--- src/rtl/assert_macros.svh ---
// assertion macros shared by the rtl
// define NO_ASSERTIONS to compile them out
`ifndef ASSERT_MACROS_SVH
`define ASSERT_MACROS_SVH
`ifndef NO_ASSERTIONS
`define ASSERT_IMPL(label, clk, rstn, prop) \
    label: assert property (@(posedge clk) disable iff (!rstn) prop) else $error("assertion failed");
`define ASSERT_NEVER(label, clk, rstn, expr) \
    label: assert property (@(posedge clk) disable iff (!rstn) !(expr)) else $error("assertion failed");
`else
`define ASSERT_IMPL(label, clk, rstn, prop)
`define ASSERT_NEVER(label, clk, rstn, expr)
`endif
`endif

--- src/rtl/ivs_pkg.sv ---
// package for the int8 vector similarity block
// types and constants shared by front, queue and back
package ivs_pkg;
    localparam int MAX_LENGTH = 4096;
    localparam int CNT_W = $clog2(MAX_LENGTH + 1);
    localparam int QDEPTH = 2;
    localparam logic [15:0] COS_NEG_ONE = 16'h8000;
    localparam logic [15:0] COS_SAT = 16'h7FFF;

    typedef struct packed {
        logic       last_element;
        logic [7:0] elem_b;
        logic [7:0] elem_a;
    } in_item_t;

    typedef struct packed {
        logic [15:0] cosine_q15;
        logic [30:0] sq_distance;
        logic [30:0] dot_sum;
    } out_item_t;

    // finished sums handed from front to back
    typedef struct packed {
        logic [31:0] dot;
        logic [31:0] dsq;
        logic [31:0] na;
        logic [31:0] nb;
    } sums_t;
endpackage

--- src/rtl/ivs_front.sv ---
// front: accumulates the four sums, one element pair per cycle while the queue has room
// depends on ivs_pkg
module ivs_front import ivs_pkg::*; (
    input  logic     aclk,
    input  logic     aresetn,
    input  logic     s_valid,
    output logic     s_ready,
    input  in_item_t s_data,
    output logic     q_valid,
    input  logic     q_ready,
    output sums_t    q_data
);
    logic [31:0] dot_reg, dist_reg, na_reg, nb_reg;
    logic [CNT_W-1:0] cnt_reg;
    logic signed [8:0] a, b, d;
    logic signed [17:0] pab;
    logic [17:0] pdd;
    logic [15:0] paa, pbb;
    logic take, acc_en;
    sums_t nxt;

    assign s_ready = q_ready;
    assign take = s_valid & s_ready;
    assign a = {s_data.elem_a[7], s_data.elem_a};
    assign b = {s_data.elem_b[7], s_data.elem_b};
    assign d = a - b;
    assign pab = a * b;
    assign pdd = 18'(d * d);
    assign paa = 16'(a * a);
    assign pbb = 16'(b * b);
    assign acc_en = cnt_reg < CNT_W'(MAX_LENGTH);

    always_comb begin
        nxt.dot = dot_reg;
        nxt.dsq = dist_reg;
        nxt.na = na_reg;
        nxt.nb = nb_reg;
        if (acc_en) begin
            nxt.dot = dot_reg + 32'(pab);
            nxt.dsq = dist_reg + {14'd0, pdd};
            nxt.na = na_reg + {16'd0, paa};
            nxt.nb = nb_reg + {16'd0, pbb};
        end
    end

    assign q_valid = take & s_data.last_element;
    assign q_data = nxt;

    always_ff @(posedge aclk) begin
        if (!aresetn) begin
            dot_reg <= '0;
            dist_reg <= '0;
            na_reg <= '0;
            nb_reg <= '0;
            cnt_reg <= '0;
        end else if (take) begin
            if (s_data.last_element) begin
                dot_reg <= '0;
                dist_reg <= '0;
                na_reg <= '0;
                nb_reg <= '0;
                cnt_reg <= '0;
            end else begin
                dot_reg <= nxt.dot;
                dist_reg <= nxt.dsq;
                na_reg <= nxt.na;
                nb_reg <= nxt.nb;
                if (acc_en) cnt_reg <= cnt_reg + 1'b1;
            end
        end
    end
endmodule

--- config.mk ---
export PLATFORM = sky130hd
export DESIGN_NAME = ivs_front
export DESIGN_NICKNAME = d
export VERILOG_FILES = /design/src/rtl/assert_macros.svh /design/src/rtl/ivs_pkg.sv /design/src/rtl/ivs_front.sv
export SDC_FILE = /design/constraint.sdc
export NUM_CORES = 1
export LEC_CHECK = 0
export BUFFER_PORTS_ARGS = -buffer_cell sky130_fd_sc_hd__buf_2
export CAP_MARGIN = 20
export CORE_ASPECT_RATIO = 0.8
export CORE_MARGIN = 2
export CORE_UTILIZATION = 63
export DETAILED_ROUTE_END_ITERATION = 12
export PLACE_DENSITY = 0.83
export SYNTH_ARGS = -nofsm -noshare
export SYNTH_HDL_FRONTEND = slang
export SYNTH_SLANG_ARGS = --single-unit
--- constraint.sdc ---
create_clock -name aclk -period 14.3 [get_ports aclk]
set_clock_uncertainty 0.05 [all_clocks]
set_input_delay 2.145 -clock aclk [delete_from_list [all_inputs] [get_ports aclk]]
set_output_delay 2.145 -clock aclk [all_outputs]
set_load 0.005 [all_outputs]
==> flow_metrics.env <==
export IMPL_io_pins=151
export IMPL_clkSlewWorstSetupHoldPaths_ns=0.06
export IMPL_r2r_cells=13
export IMPL_fin_crit_sh_pct=92.6
export IMPL_rsz0062_at_grt="false"
export IMPL_tns_ns=0
export IMPL_port_buffers=150
export IMPL_yosys_warnings=0
export IMPL_synth_area_top_cells="fa_1 (21%), dfxtp_1 (14%), ha_1 (14%)"
export IMPL_htreeDepth=4
export IMPL_gp_congestion=0.894
export IMPL_dp_hpwl_um=40100
export IMPL_clock_sinks=141
export IMPL_dr_total_vias=17400
export IMPL_cp_slowest_cell="fa_1"
export IMPL_period_needed_ns=13.24
export IMPL_core_mm2=0.0314
export IMPL_nNetsFinal=2962
export IMPL_synth_common_cells="inv_1 (302), nand2_1 (243), ha_1 (223), fa_1 (207), o21ai_0 (158)"
export IMPL_grt_pass1_vias=17100
export IMPL_yosysMostFrequentCell="inv_1"
export IMPL_timing_final_ws_setup_ns=1.06
export IMPL_drt_pass1_iter_count=5
export IMPL_post_drt_via_cell_ratio=5.91
export IMPL_fp_dieH_um=164
export IMPL_ys_seq_area_share_pct=14.0
export IMPL_initial_utilization_pct=64.1
export IMPL_diodes=0
export IMPL_timing_fmax_mhz=75.5
export IMPL_status="finished, final reports clean"
export IMPL_rows=58
export IMPL_max_stage_delay_ns=0.58
export IMPL_async_flop_share_pct=0
export IMPL_grt_pass1_wl_um=84800
export IMPL_area_delta_synth_final_pct=8.09
export IMPL_overflow=0
export IMPL_synth_edf_count=0
export IMPL_ant_nets=0
export IMPL_syn_area_mm2=0.0201
export IMPL_tritoncts="yes"
export IMPL_postCtsSetupBuffers=0
export IMPL_cts_root_buf="clkbuf_16"
export IMPL_die_w_um=204
export IMPL_cts_hold_buf=0
export IMPL_antenna_found_initial=0
export IMPL_drv_cap=0
export IMPL_drive_gt1_share_pct=9.20
export IMPL_final_setup_viol_count=0
export IMPL_ys_types=81
export IMPL_drv_slew=0
export IMPL_maxSlewHeadroom_pct=31.5
export IMPL_routedWlPerCell_um=17.6
export IMPL_totalWireLength_um=51800
export IMPL_start_kind="primary input"
export IMPL_fillers=2443
export IMPL_critPathMaxFanout=12
export IMPL_syn_area_per_cell_um2=8.30
export IMPL_grt_use_total_pct=31.6
export IMPL_required_ns=12.10
export IMPL_pre_cts_slack_ns=1.17
export IMPL_post_cts_resized=0
export IMPL_yosysTopAreaCell="fa_1"
export IMPL_cts_path_max_buffers=2
export IMPL_ys_ff_latch=141
export IMPL_end_kind="output pin"
export IMPL_clock_latency_ns=0.46
export IMPL_yosys_area_top_type_share_pct=20.6
export IMPL_final_hold_viol_count=0
export IMPL_syn_inst=2428
export IMPL_drc=0
export IMPL_critical_path_class="primary input to output pin"
export IMPL_tightest_slew_ns=1.03
export IMPL_syn_nets=2879
export IMPL_hold_path_class="register to register"
export IMPL_die_area_mm2=0.0334
export IMPL_cts_made_buffers=17
export IMPL_drt_iter0_drc=1158
export IMPL_ys_flop_type="dfxtp_1"
export IMPL_cp_data_arrival_time_ns=11.05
export IMPL_whs_path_depth=2
export IMPL_grt_max_degree=93
-- logic make-up (layout without fill, tap and decap cells) --
kind of cell	count (synthesis)	count (layout)	share of synthesized area, %
multiplexers	15	15	0.826
flip-flops	141	141	14.0
XOR/XNOR	203	203	8.83
buffers and inverters	405	499	7.67
AND/OR/NAND/NOR	688	688	16.6
AO/OA/AOI/OAI	546	546	17.7
adder cells (fa/ha/maj)	430	430	34.4
-- worst paths after layout --
kind               start     endpoint  slack [ns]
min          dot_reg[25]  dot_reg[25]        0.43
max           s_data[10]   q_data[85]        1.06
min reg2reg  dot_reg[25]  dot_reg[25]        0.43
max reg2reg   dot_reg[0]  dot_reg[30]       11.01
-- placed cells by master (no fill, tap or decap), types with 20 or more instances in the layout --
master and instances:
nor2_1 141, a22oi_1 48, a21oi_1 104, nand3_1 46
nor2b_1 69, o21a_1 33, xor2_1 75, and2_1 58
a21o_1 41, buf_2 150, fa_1 207, o21bai_1 23
nor3_1 21, dfxtp_1 140, o21ai_0 158, xnor2_1 128
nand2_1 242, ha_1 223, inv_1 302, a21boi_0 20
-- cell type report --
cell class	count	area (µm²)	area share [%]
Clock buffer	17	425	1.95
Sequential cell	141	2830	13.0
Inverter	306	1150	5.28
Clock inverter	13	213	0.977
Tap cell	420	526	2.41
Timing Repair Buffer	163	848	3.90
Multi-Input combinational cell	1882	15800	72.5
-- metrics by stage --
stage | instance area [µm²] | hold slack [ns] | util [%] | instances
CTS | 21800 | 0.432 | 69.3 | 2942
floorplan | 20100 | 0.397 | - | 2428
global placement | 21100 | 0.408 | 67.2 | 2911
finish | 21800 | 0.427 | 69.3 | 2942
global route | 21800 | 0.465 | 69.3 | 2942
detailed placement | 21100 | 0.423 | 67.3 | 2912
-- routing by layer --
metal / up-vias / wire [µm] / share of wire, % / GRT usage [%]
met4: 0 / 1530 / 3.0 / 10.1
met1: 8412 / 22600 / 44 / 42.6
li1: 8279 / - / - / -
met3: 100 / 3480 / 6.7 / 5.02
met2: 596 / 24200 / 47 / 52.2
met5: - / 0 / 0 / 0
-- worst max-delay path: cells and delay by family --
family                     cells  cell delay (ns)
xor gates and xnor gates       3             0.76
buffers and inverters          6             0.92
AOI/OAI and AO/OA             12             2.46
adders and majority gates      8             3.47
and+or+nand+nor                8             1.31
Power is not shown: default switching activity piles up to over one toggle a cycle in this logic, so the estimate is an artifact.
