<file path="config.mk">
export PLATFORM = sky130hd
export DESIGN_NAME = ivs_queue
export DESIGN_NICKNAME = d
export VERILOG_FILES = /design/src/rtl/assert_macros.svh /design/src/rtl/ivs_pkg.sv /design/src/rtl/ivs_queue.sv
export SDC_FILE = /design/constraint.sdc
export NUM_CORES = 1
export LEC_CHECK = 0
export BUFFER_PORTS_ARGS = -buffer_cell sky130_fd_sc_hd__clkbuf_2
export CORE_ASPECT_RATIO = 0.75
export CORE_MARGIN = 4
export CORE_UTILIZATION = 45
export CTS_BUF_LIST = sky130_fd_sc_hd__clkbuf_8
export DETAILED_ROUTE_END_ITERATION = 8
export GPL_TIMING_DRIVEN = 1
export PLACE_DENSITY_LB_ADDON = 0.15
export REMOVE_ABC_BUFFERS = 1
export SETUP_SLACK_MARGIN = 0.4
export SLEW_MARGIN = 20
export SYNTH_ARGS = -nofsm -noshare
export SYNTH_HDL_FRONTEND = slang
export SYNTH_SLANG_ARGS = --single-unit
export TNS_END_PERCENT = 30
</file>
<file path="constraint.sdc">
create_clock -name aclk -period 6.2 [get_ports aclk]
set_input_delay 1.24 -clock aclk [delete_from_list [all_inputs] [get_ports aclk]]
set_output_delay 1.24 -clock aclk [all_outputs]
set_load 0.1 [all_outputs]
</file>
<file path="src/rtl/assert_macros.svh">
// assertion macros shared by the rtl
// define NO_ASSERTIONS to compile them out
`ifndef ASSERT_MACROS_SVH
`define ASSERT_MACROS_SVH
`ifndef NO_ASSERTIONS
`define ASSERT_IMPL(label, clk, rstn, prop) \
    label: assert property (@(posedge clk) disable iff (!rstn) prop) else $error("assertion failed");
`define ASSERT_NEVER(label, clk, rstn, expr) \
    label: assert property (@(posedge clk) disable iff (!rstn) !(expr)) else $error("assertion failed");
`else
`define ASSERT_IMPL(label, clk, rstn, prop)
`define ASSERT_NEVER(label, clk, rstn, expr)
`endif
`endif

</file>
<file path="src/rtl/ivs_pkg.sv">
// package for the int8 vector similarity block
// types and constants shared by front, queue and back
package ivs_pkg;
    localparam int MAX_LENGTH = 4096;
    localparam int CNT_W = $clog2(MAX_LENGTH + 1);
    localparam int QDEPTH = 2;
    localparam logic [15:0] COS_NEG_ONE = 16'h8000;
    localparam logic [15:0] COS_SAT = 16'h7FFF;

    typedef struct packed {
        logic       last_element;
        logic [7:0] elem_b;
        logic [7:0] elem_a;
    } in_item_t;

    typedef struct packed {
        logic [15:0] cosine_q15;
        logic [30:0] sq_distance;
        logic [30:0] dot_sum;
    } out_item_t;

    // finished sums handed from front to back
    typedef struct packed {
        logic [31:0] dot;
        logic [31:0] dsq;
        logic [31:0] na;
        logic [31:0] nb;
    } sums_t;
endpackage

</file>
<file path="src/rtl/ivs_queue.sv">
// small fifo of finished sums between front and back
// depends on ivs_pkg
module ivs_queue import ivs_pkg::*; (
    input  logic  aclk,
    input  logic  aresetn,
    input  logic  wr_valid,
    output logic  wr_ready,
    input  sums_t wr_data,
    output logic  rd_valid,
    input  logic  rd_ready,
    output sums_t rd_data
);
    localparam int AW = $clog2(QDEPTH);
    sums_t mem [QDEPTH];
    logic [AW-1:0] wp_reg, rp_reg;
    logic [AW:0] cnt_reg;
    logic wr, rd;

    assign wr_ready = cnt_reg != (AW+1)'(QDEPTH);
    assign rd_valid = cnt_reg != '0;
    assign rd_data = mem[rp_reg];
    assign wr = wr_valid & wr_ready;
    assign rd = rd_valid & rd_ready;

    always_ff @(posedge aclk) begin
        if (wr) mem[wp_reg] <= wr_data;
    end

    always_ff @(posedge aclk) begin
        if (!aresetn) begin
            wp_reg <= '0;
            rp_reg <= '0;
            cnt_reg <= '0;
        end else begin
            if (wr) wp_reg <= wp_reg + 1'b1;
            if (rd) rp_reg <= rp_reg + 1'b1;
            cnt_reg <= cnt_reg + (AW+1)'(wr) - (AW+1)'(rd);
        end
    end
endmodule

</file>
==> results.json, run 1 <==
{
  "pwr-share-comb": 0.406,
  "vias_per_cell": 4.87,
  "worstPathMaxFanout": 67,
  "grt_antenna_before_repair": 1,
  "pwr-share-clk": 0.208,
  "core_um2": 20600,
  "nNetsFinal": 854,
  "cts_tree": "done",
  "grt_pass1_wl_um": 29800,
  "largest_reg_flops": 256,
  "path_buf_inv": 2,
  "placed_area_um2": 11100,
  "postCtsHoldBufs": 0,
  "worst_slew_pin_slew_ns": 0.873,
  "ant_nets": 0,
  "gp_congestion": 0.726,
  "ys_ff_latch": 261,
  "ir_drop_uv": 292,
  "start_util": 0.465,
  "holdCritPathClass": "reg2reg",
  "async_flop_share": 0,
  "cts.clk_slew.worst_paths_ns": 0.06,
  "cts_buffers": 40,
  "totalPowerFinal_uw": 5780,
  "r2r_slack_ns": 3.69,
  "dpl.hpwl_um": 13000,
  "track_usage": 0.163,
  "clock_latency_ns": 0.50,
  "min_period_ns": 3.87,
  "synth_edf_count": 256,
  "grt_pass1_vias": 5446,
  "netlist_area_um2": 9550,
  "drt_iter0_drc": 244,
  "diodes": 0,
  "crit_path_end": "rd_data[99]",
  "path_cells": "buf_12, mux2_2, clkbuf_2",
  "cp_top_family": "flip-flops",
  "crit_required_ns": 4.96,
  "max-slew-margin-rel": 0.418,
  "syn_area_per_cell_um2": 22.4,
  "yosys.area.top_type_share": 0.805,
  "powerDensity_nw_per_um2": 491,
  "fp.dieW_um": 176,
  "design_area_um2": 11800,
  "io-pin-count": 262,
  "vias": 4987,
  "rsz0062_at_grt": "false",
  "rr_startpoint": "cnt_reg[0]$_SDFF_PN0_",
  "crit_slowest_cell": "dfxtp_4",
  "switching_share": 0.452,
  "dieArea_um2": 23600,
  "skew_ns": 0.0129,
  "arrival_ns": 2.63,
  "cts.sink_count": 261,
  "yosysSeqAreaShare": 0.816,
  "setup_viol": 0,
  "htreeDepth": 2,
  "route.detailed.drc": 0,
  "post-route-period-util": 0.625,
  "cts_setup_buffers": 0,
  "p_seq_frac": 0.386,
  "ys_warn_count": 0,
  "drv_cap": 0,
  "startpoint_type": "register",
  "firstDrtPassIters": 6,
  "wl_um": 19600,
  "r2r-end": "mem[0][25]$_DFFE_PP_",
  "p_int_uw": 3170,
  "fmax_mhz": 258,
  "hold_viol": 0,
  "cts.repair.resized": 0,
  "grt_max_degree": 68,
  "crit_path_max_incr_delay_ns": 0.88,
  "synth_area_leaders": "edfxtp_1 (81%), mux2_2 (15%), buf_6 (1.5%), dfxtp_1 (1.0%), and2_1 (0.20%)",
  "routedWlPerCell_um": 19.1,
  "outcome": "finished clean",
  "crit_path_end_kind": "output pin",
  "worstSetupPathType": "reg2out",
  "yosysMostFrequentCell": "edfxtp_1",
  "worstRegToRegCells": 4,
  "layout-drive-gt1-share": 0.598,
  "cts-root-buf": "clkbuf_8",
  "portBuffers": 261,
  "yosysTopAreaCell": "edfxtp_1",
  "syn_to_final_growth_pct": 23.2,
  "rows": 45,
  "synthCells": 427,
  "cts_buffer_depth": 3,
  "synth_flop_cell": "edfxtp_1",
  "ys_types": 25,
  "fin_setup_tns_ns": 0,
  "p_sw_uw": 2620,
  "p_leak_uw": 0.00447,
  "fp.dieH_um": 134,
  "worst-path-stages": 3,
  "drv_slew": 0,
  "grt-ovfl-total": 0,
  "synth_common_cells": "edfxtp_1 (256), mux2_2 (128), buf_6 (13), dfxtp_1 (5), and2_1 (3)"
}
==> cell usage in the layout, fill, tap and decap left out, types with 2 or more instances in the layout <==
cell type  netlist  routed
buf_4            1       4
and2_1           3       3
clkbuf_2         0     261
nand2b_1         2       2
mux2_2         128     128
nor2_1           2       2
clkinv_2         0       3
inv_1            1      10
clkinv_1         0       9
clkbuf_8         0      41
dfxtp_1          5       4
edfxtp_1       256     256
==> final cells by class <==
type                            count  area, um2
Multi-Input combinational cell    151       1610
Clock inverter                     22       86.3
Inverter                            1       6.26
Timing Repair Buffer              266       1360
Fill cell                        1607       8780
Sequential cell                   261       7790
Tap cell                          282        353
Clock buffer                       41        564
==> worst min path at each step <==
stage	startpoint	end	slack, ns	cells past startpoint
2_1_floorplan	wp_reg$_SDFFE_PN0P_	wp_reg$_SDFFE_PN0P_	0.53	2
3_3_place_gp	rp_reg$_SDFFE_PN0P_	register	0.57	2
3_5_place_dp	rp_reg$_SDFFE_PN0P_	register	0.57	2
4_1_cts	rp_reg$_SDFFE_PN0P_	register	0.59	2
5_1_grt	wp_reg$_SDFFE_PN0P_	wp_reg$_SDFFE_PN0P_	0.62	2
6_report	rp_reg$_SDFFE_PN0P_	register	0.59	2
==> through the flow <==
step | hold slack (ns) | setup slack [ns] | cells | util
2_1_floorplan | 0.526 | 0.966 | 413 | -
3_3_place_gp | 0.567 | 2.80 | 961 | 0.541
3_5_place_dp | 0.574 | 2.77 | 961 | 0.541
4_1_cts | 0.594 | 2.20 | 1024 | 0.573
5_1_grt | 0.622 | 2.14 | 1024 | 0.573
6_report | 0.591 | 2.33 | 1024 | 0.573
==> per-layer routing <==
layer / vias up / track usage / share of wire
li1: 2291 / - / -
met1: 2437 / 0.214 / 0.42
met2: 223 / 0.254 / 0.45
met3: 34 / 0.0659 / 0.11
met4: 2 / 0.0446 / 0.017
met5: - / 0 / 0.00036
==> power by group through the flow <==
stage | combinational [uW] | clock [uW] | sequential (uW)
final | 2350 | 1200 | 2230
after floorplan | 2020 | 0 | 2290
after global placement | 2350 | 0 | 2260
after global routing | 2420 | 1330 | 2260
after detailed placement | 2360 | 0 | 2280
after CTS | 2370 | 1250 | 2240
==> worst reg2reg max path: cells and delay by family (launching register included) <==
kind | cells | cell delay (ns)
and+or+nand+nor | 2 | 0.39
DFF | 1 | 0.45
buffers and inverters | 2 | 1.27
==> logic make-up (layout without fill, tap and decap cells) <==
group | after synthesis | after routing | synth area share
DFF | 261 | 261 | 0.816
muxes | 129 | 129 | 0.152
buffers and inverters | 15 | 330 | 0.0165
and+or+nand+nor | 13 | 13 | 0.00773
AOI/OAI and AO/OA | 7 | 7 | 0.00603
adders and majority gates | 1 | 1 | 0.00131
xor gates and xnor gates | 1 | 1 | 0.000917
No activity file was read; power rests on OpenSTA's default activity.
==> run 2, diff against run 1 <==
--- a/config.mk
+++ b/config.mk
@@ -5,6 +5,7 @@
 export SDC_FILE = /design/constraint.sdc
 export NUM_CORES = 1
 export LEC_CHECK = 0
+export ABC_AREA = 1
 export BUFFER_PORTS_ARGS = -buffer_cell sky130_fd_sc_hd__clkbuf_2
 export CORE_ASPECT_RATIO = 0.75
 export CORE_MARGIN = 4
==> constraint.sdc (replaced) <==
create_clock -name aclk -period 3.5 [get_ports aclk]
set_input_delay 0.7 -clock aclk [delete_from_list [all_inputs] [get_ports aclk]]
set_output_delay 0.7 -clock aclk [all_outputs]
set_load 0.1 [all_outputs]
==> run 2 against run 1 <==
Net effect:
- critical endpoint is now rd_data[93]
- largest cell class unchanged
- sequential cell count stayed put
- final area grew 0.65%
- non-clock buffer count rose by 1
- first-iteration DRC count grew 29%
==> results.json, run 2 <==
{
  "dpl.hpwl_um": 12700,
  "grt_antenna_before_repair": 1,
  "synth_edf_count": 256,
  "ys_warn_count": 0,
  "io-pin-count": 262,
  "drv_slew": 0,
  "diodes": 0,
  "grt_pass1_vias": 5368,
  "cts.sink_count": 261,
  "largest_reg_flops": 256,
  "route.detailed.drc": 0,
  "firstDrtPassIters": 4,
  "worstPathMaxFanout": 75,
  "yosysTopAreaCell": "edfxtp_1",
  "drt_iter0_drc": 314,
  "clock_latency_ns": 0.52,
  "routedWlPerCell_um": 18.2,
  "grt_pass1_wl_um": 28500,
  "cts_buffers": 41,
  "htreeDepth": 2,
  "gp_congestion": 0.726,
  "core_um2": 20600,
  "setup_viol": 0,
  "skew_ns": 0.0180,
  "final_common_cell": "clkbuf_2",
  "cts-root-buf": "clkbuf_8",
  "cts.clk_slew.worst_paths_ns": 0.06,
  "wl_um": 18900,
  "fp.dieW_um": 176,
  "placed_area_um2": 11100,
  "arrival_ns": 2.29,
  "worst_slew_pin_slew_ns": 0.573,
  "fmax_mhz": 334,
  "max-slew-margin-rel": 0.620,
  "synth_common_cells": "edfxtp_1 (256), mux2_2 (128), nand2_1 (11), nor2_1 (9), clkbuf_8 (8)",
  "cts_tree": "done",
  "min_period_ns": 2.99,
  "start_util": 0.464,
  "hold_viol": 0,
  "syn_area_per_cell_um2": 22.0,
  "rows": 45,
  "layout-drive-gt1-share": 0.587,
  "dieArea_um2": 23600,
  "post-route-period-util": 0.855,
  "netlist_area_um2": 9540,
  "synth_flop_cell": "edfxtp_1",
  "grt-ovfl-total": 0,
  "fp.dieH_um": 134,
  "async_flop_share": 0,
  "crit_required_ns": 2.80,
  "grt_max_degree": 76,
  "rsz0062_at_grt": "false",
  "worstSetupPathType": "reg2out",
  "ys_ff_latch": 261,
  "yosysSeqAreaShare": 0.816,
  "cts_buffer_depth": 3,
  "synthCells": 434,
  "outcome": "finished clean",
  "crit_path_end_kind": "output pin",
  "holdCritPathClass": "in2reg",
  "track_usage": 0.156,
  "yosysMostFrequentCell": "edfxtp_1",
  "vias": 5006,
  "drv_cap": 0,
  "nNetsFinal": 863,
  "vias_per_cell": 4.82,
  "startpoint_type": "register",
  "ant_nets": 0,
  "ys_types": 12,
  "postCtsHoldBufs": 0,
  "post-route-util": 0.576,
  "synth_area_leaders": "edfxtp_1 (81%), mux2_2 (15%), clkbuf_8 (1.2%), dfxtp_1 (1.0%), buf_6 (0.71%)",
  "syn_to_final_growth_pct": 24.1,
  "yosys.area.top_type_share": 0.806,
  "design_area_um2": 11800,
  "portBuffers": 261,
  "final_cell_mix": "clkbuf_2 (261), edfxtp_1 (256), mux2_2 (128)"
}
run 2: cell count changes in the layout (fill, tap and decap cells not counted), moves of 2 or more:
cell,before,now
nor2_1,2,7
and2_1,3,0
nand2b_1,2,0
buf_4,4,0
buf_12,1,5
nor2_4,0,2
nand2_1,1,11
inv_1,10,24
clkinv_1,9,7
run 2: what timing repair did:
item | 4_1_cts | 5_1_grt
endpoints found under the setup margin | 0 | 27
gates resized for setup | 0 | 1
buffers inserted | 0 | 0
run 2: path summary, 6_finish.rpt:
path / start / endpoint / slack, ns / depth (start not counted)
max: register / rd_data[93] / 0.51 / 3
min reg2reg: rp_reg$_SDFFE_PN0P_ / rp_reg$_SDFFE_PN0P_ / 0.53 / 2
max reg2reg: cnt_reg[0]$_SDFF_PN0_ / mem[0][98]$_DFFE_PP_ / 1.87 / 5
min: wr_data[28] / mem[0][28]$_DFFE_PP_ / 0.37 / 1
run 2: kinds of logic after synthesis:
group,after synthesis,synth area share
AOI/OAI and AO/OA,1,0.000524
adders and majority gates,1,0.00131
and+or+nand+nor,21,0.00839
xor gates and xnor gates,1,0.000918
DFF,261,0.816
muxes,128,0.151
buffers and inverters,21,0.0214
run 2: metal layers:
metal  vias up  share of wire  global-route usage
li1       2298              -                   -
met1      2452           0.42               0.204
met2       217           0.47               0.251
met3        37          0.087              0.0518
met4         2          0.022              0.0485
met5         -        0.00079                   0
run 2: area by class of cell:
type,count,area (um2)
clock buffer,42,578
clock inverter,28,114
fill,1625,8710
timing repair buffer,267,1420
multi-input combinational,152,1560
inverter,7,26.3
tap,282,353
sequential,261,7790
run 2: through the flow:
| step | worst slack, ns | hold WS, ns | setup TNS (ns) | instances |
|---|---|---|---|---|
| global placement | 1.08 | 0.481 | 0 | 969 |
| global route | 0.403 | 0.316 | 0 | 1039 |
| floorplan | -3.89 | 0.467 | -1148.51 | 420 |
| finish | 0.507 | 0.366 | 0 | 1039 |
| detailed placement | 1.02 | 0.512 | 0 | 969 |
| CTS | 0.445 | 0.319 | 0 | 1039 |
run 2: worst max-delay path, cell delays in order (launching register included):
cell,delay [ns]
dfxtp_4,0.49
buf_12,0.36
mux2_2,0.43
clkbuf_2,0.38
Power of run 2 is left out: the tool's default activity adds up to more than one toggle a clock period on the data nets, which glitch-free logic cannot reach.
